--- src/rtl/core/ptt_pkg.sv ---
// Shared types and constants for the periodic task timer bank.
package ptt_pkg;

	localparam int SLOT_BITS = 3;
	localparam int OP_BITS   = 3;

	typedef enum logic [OP_BITS-1:0] {
		OP_TICK      = 3'd0,
		OP_REGISTER  = 3'd1,
		OP_PERIOD    = 3'd2,
		OP_STARTUP   = 3'd3,
		OP_INTERRUPT = 3'd4
	} op_t;

	// Controls broadcast from the sequencer to every cell during a walk.
	typedef struct packed {
		logic                 mode_pend;
		logic [SLOT_BITS-1:0] pend_slot;
		logic                 out_free;
	} ctl_t;

	// Write strobe for the non-tick operations.
	typedef struct packed {
		logic                 en;
		op_t                  op;
		logic [SLOT_BITS-1:0] slot;
	} wr_t;

	// Status returned from each cell.
	typedef struct packed {
		logic holds_tok;
		logic fire_req;
	} rpt_t;

endpackage

--- src/rtl/core/ptt_cell.sv ---
// One timer slot: due time, period, startup delay, registration and the walk token.
module ptt_cell import ptt_pkg::*; #(
	parameter int IDX       = 0,
	parameter int TIME_BITS = 32
) (
	input  logic                 clk,
	input  logic                 arst_n,
	input  logic                 tok_in,
	output logic                 tok_out,
	input  ctl_t                 ctl,
	input  wr_t                  wr,
	input  logic [TIME_BITS-1:0] now,
	input  logic [TIME_BITS-1:0] val,
	output rpt_t                 rpt
);

	localparam logic [TIME_BITS-1:0] ALL_ONES = '1;

	logic                 tok_q;
	logic                 phase_q;
	logic                 reg_q;
	logic [TIME_BITS-1:0] next_due_q;
	logic [TIME_BITS-1:0] period_q;
	logic [TIME_BITS-1:0] startup_q;

	logic                 sel;
	logic                 acting;
	logic                 due;
	logic                 step_done;
	logic                 fire_req;
	logic [TIME_BITS-1:0] start_val;
	logic [TIME_BITS-1:0] adv;
	logic [TIME_BITS-1:0] adv_cl;

	always_comb begin
		sel       = wr.en && (32'(wr.slot) == IDX);
		acting    = ctl.mode_pend ? (32'(ctl.pend_slot) == IDX) : reg_q;
		start_val = now + startup_q;
		due       = next_due_q <= now;
		adv       = (period_q == ALL_ONES) ? ALL_ONES : next_due_q + period_q;
		adv_cl    = (adv < now) ? now : adv;
		fire_req  = tok_q && acting && phase_q && due;
		// hand the token on once this slot is checked, or at once if it sits out
		step_done = tok_q && (!acting || (phase_q && (!due || ctl.out_free)));
	end

	assign tok_out       = step_done;
	assign rpt.holds_tok = tok_q;
	assign rpt.fire_req  = fire_req;

	always_ff @(posedge clk or negedge arst_n) begin
		if (!arst_n) begin
			tok_q      <= 1'b0;
			phase_q    <= 1'b0;
			reg_q      <= 1'b0;
			next_due_q <= '0;
			period_q   <= ALL_ONES;
			startup_q  <= '0;
		end else begin
			tok_q <= tok_in || (tok_q && !step_done);
			if (sel) begin
				unique case (wr.op)
					OP_REGISTER: reg_q <= 1'b1;
					OP_PERIOD: begin
						period_q   <= val;
						next_due_q <= now + val;
					end
					OP_STARTUP:   startup_q  <= val;
					OP_INTERRUPT: next_due_q <= now;
					default: ;
				endcase
			end else if (tok_q && acting && !phase_q) begin
				// start the check, and give a slot with no due time yet its first one
				phase_q <= 1'b1;
				if (next_due_q == '0) begin
					next_due_q <= start_val;
				end
			end else if (step_done) begin
				phase_q <= 1'b0;
				if (fire_req) begin
					next_due_q <= adv_cl;
				end
			end
		end
	end

endmodule

--- src/rtl/core/periodic_task_timer_bank.sv ---
// Periodic task timer bank: command sequencer, chain of slot cells and firing output.
//
//  channel | handshake             | payload
//  cmd     | cmd_valid / cmd_ready | operation, slot, value, now_ms
//  evt     | evt_valid / evt_ready | fired_slot, by_interrupt, last
//
// Register, period, startup and interrupt commands are written to their slot when accepted.
// A tick sends a token down the cell chain, highest slot first: a launch register
// starts it, each skipped cell passes it on and each checked cell holds it for a start
// and a check step. A pending interrupt adds one more such pass, with its own launch,
// ahead of the walk. A tick that fired ends in the flush state, which sends the last
// firing. A firing is held back so the final one can carry last; a full output
// register stalls the token in the firing cell. Reset clears all slot state.
module periodic_task_timer_bank import ptt_pkg::*; #(
	parameter int SLOT_COUNT = 8,
	parameter int TIME_BITS  = 32
) (
	input  logic                 clk,
	input  logic                 arst_n,
	input  logic                 cmd_valid,
	output logic                 cmd_ready,
	input  logic [OP_BITS-1:0]   operation,
	input  logic [SLOT_BITS-1:0] slot,
	input  logic [31:0]          value,
	input  logic [31:0]          now_ms,
	output logic                 evt_valid,
	input  logic                 evt_ready,
	output logic [SLOT_BITS-1:0] fired_slot,
	output logic                 by_interrupt,
	output logic                 last
);

	typedef enum logic [1:0] {
		S_IDLE,
		S_WALK,
		S_FLUSH
	} state_t;

	state_t               state_q;
	logic [TIME_BITS-1:0] now_q;
	logic                 mode_pend_q;
	logic                 pend_valid_q;
	logic [SLOT_BITS-1:0] pend_slot_q;
	logic                 launch_q;
	logic                 hold_valid_q;
	logic [SLOT_BITS-1:0] hold_slot_q;
	logic                 hold_intr_q;
	logic                 evt_valid_q;
	logic [SLOT_BITS-1:0] fired_slot_q;
	logic                 by_interrupt_q;
	logic                 last_q;

	logic [SLOT_COUNT:0]   tok_chain;
	logic [SLOT_COUNT-1:0] fire_vec;
	logic [SLOT_COUNT-1:0] tok_vec;
	rpt_t                  rpt [SLOT_COUNT];
	ctl_t                  ctl;
	wr_t                   wr;
	op_t                   op_in;
	logic                  accept;
	logic                  out_take;
	logic                  out_free;
	logic                  fire_go;
	logic                  end_pass;
	logic [SLOT_BITS-1:0]  fire_idx;
	logic [TIME_BITS-1:0]  now_bus;
	logic [TIME_BITS-1:0]  val_bus;

	assign op_in     = op_t'(operation);
	assign cmd_ready = (state_q == S_IDLE);
	assign accept    = cmd_valid && cmd_ready;
	assign out_take  = !evt_valid_q || evt_ready;
	assign out_free  = !hold_valid_q || out_take;
	assign end_pass  = tok_chain[0];
	assign now_bus   = (state_q == S_IDLE) ? TIME_BITS'(now_ms) : now_q;
	assign val_bus   = TIME_BITS'(value);

	assign tok_chain[SLOT_COUNT] = launch_q;

	assign ctl.mode_pend = mode_pend_q;
	assign ctl.pend_slot = pend_slot_q;
	assign ctl.out_free  = out_free;

	assign wr.en   = accept && (op_in != OP_TICK);
	assign wr.op   = op_in;
	assign wr.slot = slot;

	for (genvar g = 0; g < SLOT_COUNT; g++) begin : g_cell
		ptt_cell #(
			.IDX       (g),
			.TIME_BITS (TIME_BITS)
		) u_cell (
			.clk     (clk),
			.arst_n  (arst_n),
			.tok_in  (tok_chain[g+1]),
			.tok_out (tok_chain[g]),
			.ctl     (ctl),
			.wr      (wr),
			.now     (now_bus),
			.val     (val_bus),
			.rpt     (rpt[g])
		);
		assign fire_vec[g] = rpt[g].fire_req;
		assign tok_vec[g]  = rpt[g].holds_tok;
	end

	always_comb begin
		fire_idx = '0;
		for (int k = 0; k < SLOT_COUNT; k++) begin
			if (fire_vec[k]) begin
				fire_idx = fire_idx | SLOT_BITS'(k);
			end
		end
	end

	assign fire_go = (|fire_vec) && out_free;

	always_ff @(posedge clk or negedge arst_n) begin
		if (!arst_n) begin
			state_q        <= S_IDLE;
			now_q          <= '0;
			mode_pend_q    <= 1'b0;
			pend_valid_q   <= 1'b0;
			pend_slot_q    <= '0;
			launch_q       <= 1'b0;
			hold_valid_q   <= 1'b0;
			hold_slot_q    <= '0;
			hold_intr_q    <= 1'b0;
			evt_valid_q    <= 1'b0;
			fired_slot_q   <= '0;
			by_interrupt_q <= 1'b0;
			last_q         <= 1'b0;
		end else begin
			launch_q <= 1'b0;
			if (evt_valid_q && evt_ready) begin
				evt_valid_q <= 1'b0;
			end
			unique case (state_q)
				S_IDLE: begin
					if (accept) begin
						if (op_in == OP_TICK) begin
							now_q        <= TIME_BITS'(now_ms);
							mode_pend_q  <= pend_valid_q;
							pend_valid_q <= 1'b0;
							launch_q     <= 1'b1;
							state_q      <= S_WALK;
						end else if (op_in == OP_INTERRUPT && 32'(slot) < SLOT_COUNT) begin
							pend_valid_q <= 1'b1;
							pend_slot_q  <= slot;
						end
					end
				end
				S_WALK: begin
					if (fire_go) begin
						// push the previous firing out, hold the new one
						if (hold_valid_q) begin
							evt_valid_q    <= 1'b1;
							fired_slot_q   <= hold_slot_q;
							by_interrupt_q <= hold_intr_q;
							last_q         <= 1'b0;
						end
						hold_valid_q <= 1'b1;
						hold_slot_q  <= fire_idx;
						hold_intr_q  <= mode_pend_q;
					end
					if (end_pass) begin
						if (mode_pend_q) begin
							mode_pend_q <= 1'b0;
							launch_q    <= 1'b1;
						end else begin
							state_q <= (hold_valid_q || fire_go) ? S_FLUSH : S_IDLE;
						end
					end
				end
				S_FLUSH: begin
					if (out_take) begin
						evt_valid_q    <= 1'b1;
						fired_slot_q   <= hold_slot_q;
						by_interrupt_q <= hold_intr_q;
						last_q         <= 1'b1;
						hold_valid_q   <= 1'b0;
						state_q        <= S_IDLE;
					end
				end
				default: state_q <= S_IDLE;
			endcase
		end
	end

	assign evt_valid    = evt_valid_q;
	assign fired_slot   = fired_slot_q;
	assign by_interrupt = by_interrupt_q;
	assign last         = last_q;

	a_one_token: assert property (@(posedge clk) disable iff (!arst_n)
		$onehot0(tok_vec))
		else $error("walk token held by more than one cell");

	a_idle_clean: assert property (@(posedge clk) disable iff (!arst_n)
		cmd_ready |-> (!hold_valid_q && tok_vec == '0 && !launch_q))
		else $error("idle with a firing held or a token in the chain");

	a_fire_in_walk: assert property (@(posedge clk) disable iff (!arst_n)
		(|fire_vec) |-> (state_q == S_WALK))
		else $error("cell fires outside a walk");

	a_flush_has_item: assert property (@(posedge clk) disable iff (!arst_n)
		(state_q == S_FLUSH) |-> hold_valid_q)
		else $error("flush with no firing held");

endmodule
--- config.mk ---
export PLATFORM = sky130hd
export DESIGN_NAME = periodic_task_timer_bank
export DESIGN_NICKNAME = d
export VERILOG_FILES = /design/src/rtl/core/ptt_pkg.sv /design/src/rtl/core/ptt_cell.sv /design/src/rtl/core/periodic_task_timer_bank.sv
export SDC_FILE = /design/constraint.sdc
export NUM_CORES = 2
export LEC_CHECK = 0
export CAP_MARGIN = 10
export CORE_ASPECT_RATIO = 1.75
export CORE_MARGIN = 8
export CORE_UTILIZATION = 41
export CTS_BUF_LIST = sky130_fd_sc_hd__clkbuf_2 sky130_fd_sc_hd__clkbuf_4 sky130_fd_sc_hd__clkbuf_8
export CTS_CLUSTER_SIZE = 14
export DETAILED_ROUTE_END_ITERATION = 16
export DONT_BUFFER_PORTS = 1
export PLACE_DENSITY = 0.64
export SETUP_SLACK_MARGIN = 0.15
export SLEW_MARGIN = 40
export SYNTH_ARGS = -nofsm -noshare
export SYNTH_HDL_FRONTEND = slang
export SYNTH_SLANG_ARGS = --single-unit
--- constraint.sdc ---
create_clock -name clk -period 18 [get_ports clk]
set_input_delay 1.8 -clock clk [delete_from_list [all_inputs] [get_ports clk]]
set_output_delay 1.8 -clock clk [all_outputs]
set_load 0.05 [all_outputs]
==> out/results.ini <==
[timing]
maxSlewViolCount = 0
tightest_slew_ns = 1.01
max_freq_ghz = 0.134
min_period_over_period_pct = 41.4
finalHoldViolCount = 0
max_slew_margin_pct = 32.4
setup_viol = 0
period_minus_slack_ns = 7.46
rsz0062_at_grt = false
skew_ns = 0.0570
whs_ns = 0.454
finalSetupTns_ns = 0

[run_status]
status = finished clean

[cells_and_area]
final_nets = 10100
most-common-layout-cells = 1033 x ha_1, 780 x nand2_1, 715 x a21oi_1
final_common_cell = ha_1
nFillCells = 18300
layout-drive-gt1-share_pct = 16.8
syn_to_final_growth_pct = 10.9

[route]
drc_errors = 0
ant_nets = 0
vias_per_cell = 6.80
routed.top_layer = met5
wl_per_cell_microns = 33.0
finalWirelength_mm = 385
dr_wl_met3_mm = 40.1
dr.pass1.iters = 7
vias = 79300
drtIter0Drc = 8649
wl_met2_mm = 171
wl_met1_mm = 129

[cts]
clock_sinks = 843
htree_levels = 4
cts_setup_buffers = 0
cts.reportedPaths.clkPinSlew_ns = 0.06
clk_latency_ns = 0.96
cts-resized-gates = 0
clk_path_buf_depth = 4
ctsHoldBuffers = 0
cts_tree = built
cts_root_buffer = clkbuf_8
numCtsBuffers = 151

[logic_synthesis]
syn_nets = 10100
synth_seq_cells = 843
mappedNetlistArea_sq_um = 78700
async_reset_ff_share_pct = 100
synth.distinct_cells = 97
yosys.area.top_type = dfrtp_1
synth_ff_type = dfrtp_1
ys_top_cells_by_area = dfrtp_1 19%, ha_1 16%, dfstp_2 8.5%
ys_warn_count = 0
ys_seq_area_share_pct = 27.2
synth_cells = 8944
synth_area_per_cell_sq_um = 8.80
synth.top_cell.area_share_pct = 18.7
synth-edff-count = 0

[place]
dp_hpwl_mm = 271
io_buffers = 0
gp_congestion = 1.03

[die]
dieArea_sq_um = 207000
fp-row-count = 212
core_sq_um = 191000
pin_count = 81
initial_core_util_pct = 41.3
chipHeight_microns = 595
fp.dieW_microns = 347

[critical_path]
crit_path_end_kind = flop
cpMostUsedCell = buf_4
cp.arrival_ns = 8.30
path_buf_inv = 9
critical-path-top-delay-family = buffers and inverters
crit_path_cell_trace = inv_1, ha_4, buf_4, mux2_2, buf_4, inv_1, buf_4, ha_1, a21oi_1, o21ai_0, a22o_1, a2111oi_0, o21bai_1, a22oi_1, a22oi_1, buf_2, buf_2, o21ai_4, buf_8, buf_8, o21ai_0, o22ai_1
startpoint_type = flop
crit_path_top_delay_cell = a22oi_1
path_max_fanout = 21
slowest_delay_ns = 0.83
critical_path_class = flop to flop
reg2reg_depth = 22
reg2reg_from = state_q[0]
worstPathRequired_ns = 18.84
cp-startpoint = state_q[0]
cp.depth = 22

[global_route]
grt_pass1_vias = 76900
overflow = 0
grt_pass1_wl_mm = 543
antenna_found_initial = 66
grt_util_all_layers_pct = 35.7
grt_max_degree = 165

[job]
max-cap-violations = 0

[worst_hold_path]
hold_start = launch_q
hold_depth = 1
hold_path_class = flop to flop

[power]
power_density_nw_per_um2 = 221
vdd_ir_drop_max_v = 0.000219
leakagePower_uw = 0.0410

==> final timing paths <==
path,to,slack [ns]
min,g_cell[7].u_cell.tok_q,0.45
max,g_cell[4].u_cell.next_due_q[1],10.54
max in group asynchronous,g_cell[6].u_cell.next_due_q[30],15.27
min reg2reg,g_cell[7].u_cell.tok_q,0.45
max reg2reg,g_cell[4].u_cell.next_due_q[1],10.54
min in group asynchronous,g_cell[5].u_cell.startup_q[4],0.55
==> power breakdown <==
group          internal (uW)  switching, uW  leakage (uW)
logic                   4920           8900        0.0289
registers               2450            758        0.0103
clock network           1250            976       0.00181
==> worst register-to-register path, cell delays in order, from the launching register on <==
cell and delay (ns):
dfrtp_1 0.40, inv_1 0.13, ha_4 0.44, buf_4 0.60, mux2_2 0.46, buf_4 0.27
inv_1 0.55, buf_4 0.48, ha_1 0.34, a21oi_1 0.16, o21ai_0 0.09, a22o_1 0.25
a2111oi_0 0.60, o21bai_1 0.38, a22oi_1 0.83, a22oi_1 0.16, buf_2 0.23, buf_2 0.18
o21ai_4 0.15, buf_8 0.24, buf_8 0.20, o21ai_0 0.11, o22ai_1 0.14
==> sequential cells by signal, indices dropped and copies added (netlist names) <==
signal                    flops
hold_intr_q                   1
g_cell.u_cell.phase_q         8
now_q                        32
g_cell.u_cell.reg_q           8
hold_slot_q                   3
launch_q                      1
last                          1
mode_pend_q                   1
pend_slot_q                   3
by_interrupt                  1
fired_slot                    3
evt_valid                     1
g_cell.u_cell.next_due_q    256
pend_valid_q                  1
hold_valid_q                  1
g_cell.u_cell.period_q      256
state_q                       2
g_cell.u_cell.tok_q           8
g_cell.u_cell.startup_q     256
==> cells by family after synthesis <==
group                      count (synthesis)  synth area share, %
muxes                                    721                 10.1
xor gates and xnor gates                 418                 4.65
AOI/OAI and AO/OA                       2820                 23.1
buffers and inverters                    558                 2.73
DFF                                      843                 27.2
adders and majority gates               1051                 16.9
and+or+nand+nor                         2533                 15.3
==> synth_stat cells, types with 41 or more instances <==
master / n
dfrtp_1: 587
o21bai_1: 49
nor4_1: 104
mux2_2: 580
nand2b_1: 78
a211oi_1: 151
nand3_1: 177
a311oi_1: 41
ha_1: 1034
o211ai_1: 142
o21ai_0: 657
dfstp_2: 256
and2_1: 61
a21o_1: 375
xnor2_1: 245
nor3_1: 171
and3_1: 66
nand2_1: 783
clkbuf_1: 299
o21a_1: 97
a211o_1: 43
nand4_1: 214
nor2_1: 629
mux2i_1: 137
or2_2: 46
or3_1: 41
inv_1: 189
xor2_1: 173
a31oi_1: 100
a21oi_1: 728
nor2b_1: 79
o31ai_1: 52
==> layout make-up <==
| type | count | area, sq um | share of cell area [%] |
|---|---|---|---|
| multi-input cells | 7543 | 56000 | 64.2 |
| clock buffers | 215 | 2730 | 3.13 |
| inverters | 202 | 758 | 0.869 |
| diodes | 125 | 313 | 0.358 |
| well taps | 2461 | 3080 | 3.53 |
| clock inverters | 50 | 749 | 0.859 |
| repair buffers | 215 | 2180 | 2.49 |
| flip-flops and latches | 843 | 21400 | 24.5 |
==> layer usage <==
metal / global-route usage [%] / vias to the layer above
met5: 0 / -
met4: 34.7 / 20
met3: 9.44 / 1861
met2: 56.3 / 5280
met1: 38.3 / 38200
li1: - / 33900
==> through the flow <==
| stage | cell area (sq um) | power, uW | cells | setup slack [ns] | util [%] |
|---|---|---|---|---|---|
| 6_report | 87300 | 19300 | 11700 | 10.54 | 45.8 |
| 3_3_place_gp | 82400 | 15800 | 11200 | 10.12 | 43.2 |
| 5_1_grt | 87100 | 20100 | 11600 | 10.51 | 45.7 |
| 4_1_cts | 86800 | 18600 | 11500 | 10.80 | 45.5 |
| 3_5_place_dp | 83300 | 16300 | 11300 | 10.77 | 43.7 |
| 2_1_floorplan | 78700 | 11000 | 8944 | 11.02 | - |
Note: power is estimated with default switching activity, not from simulation.
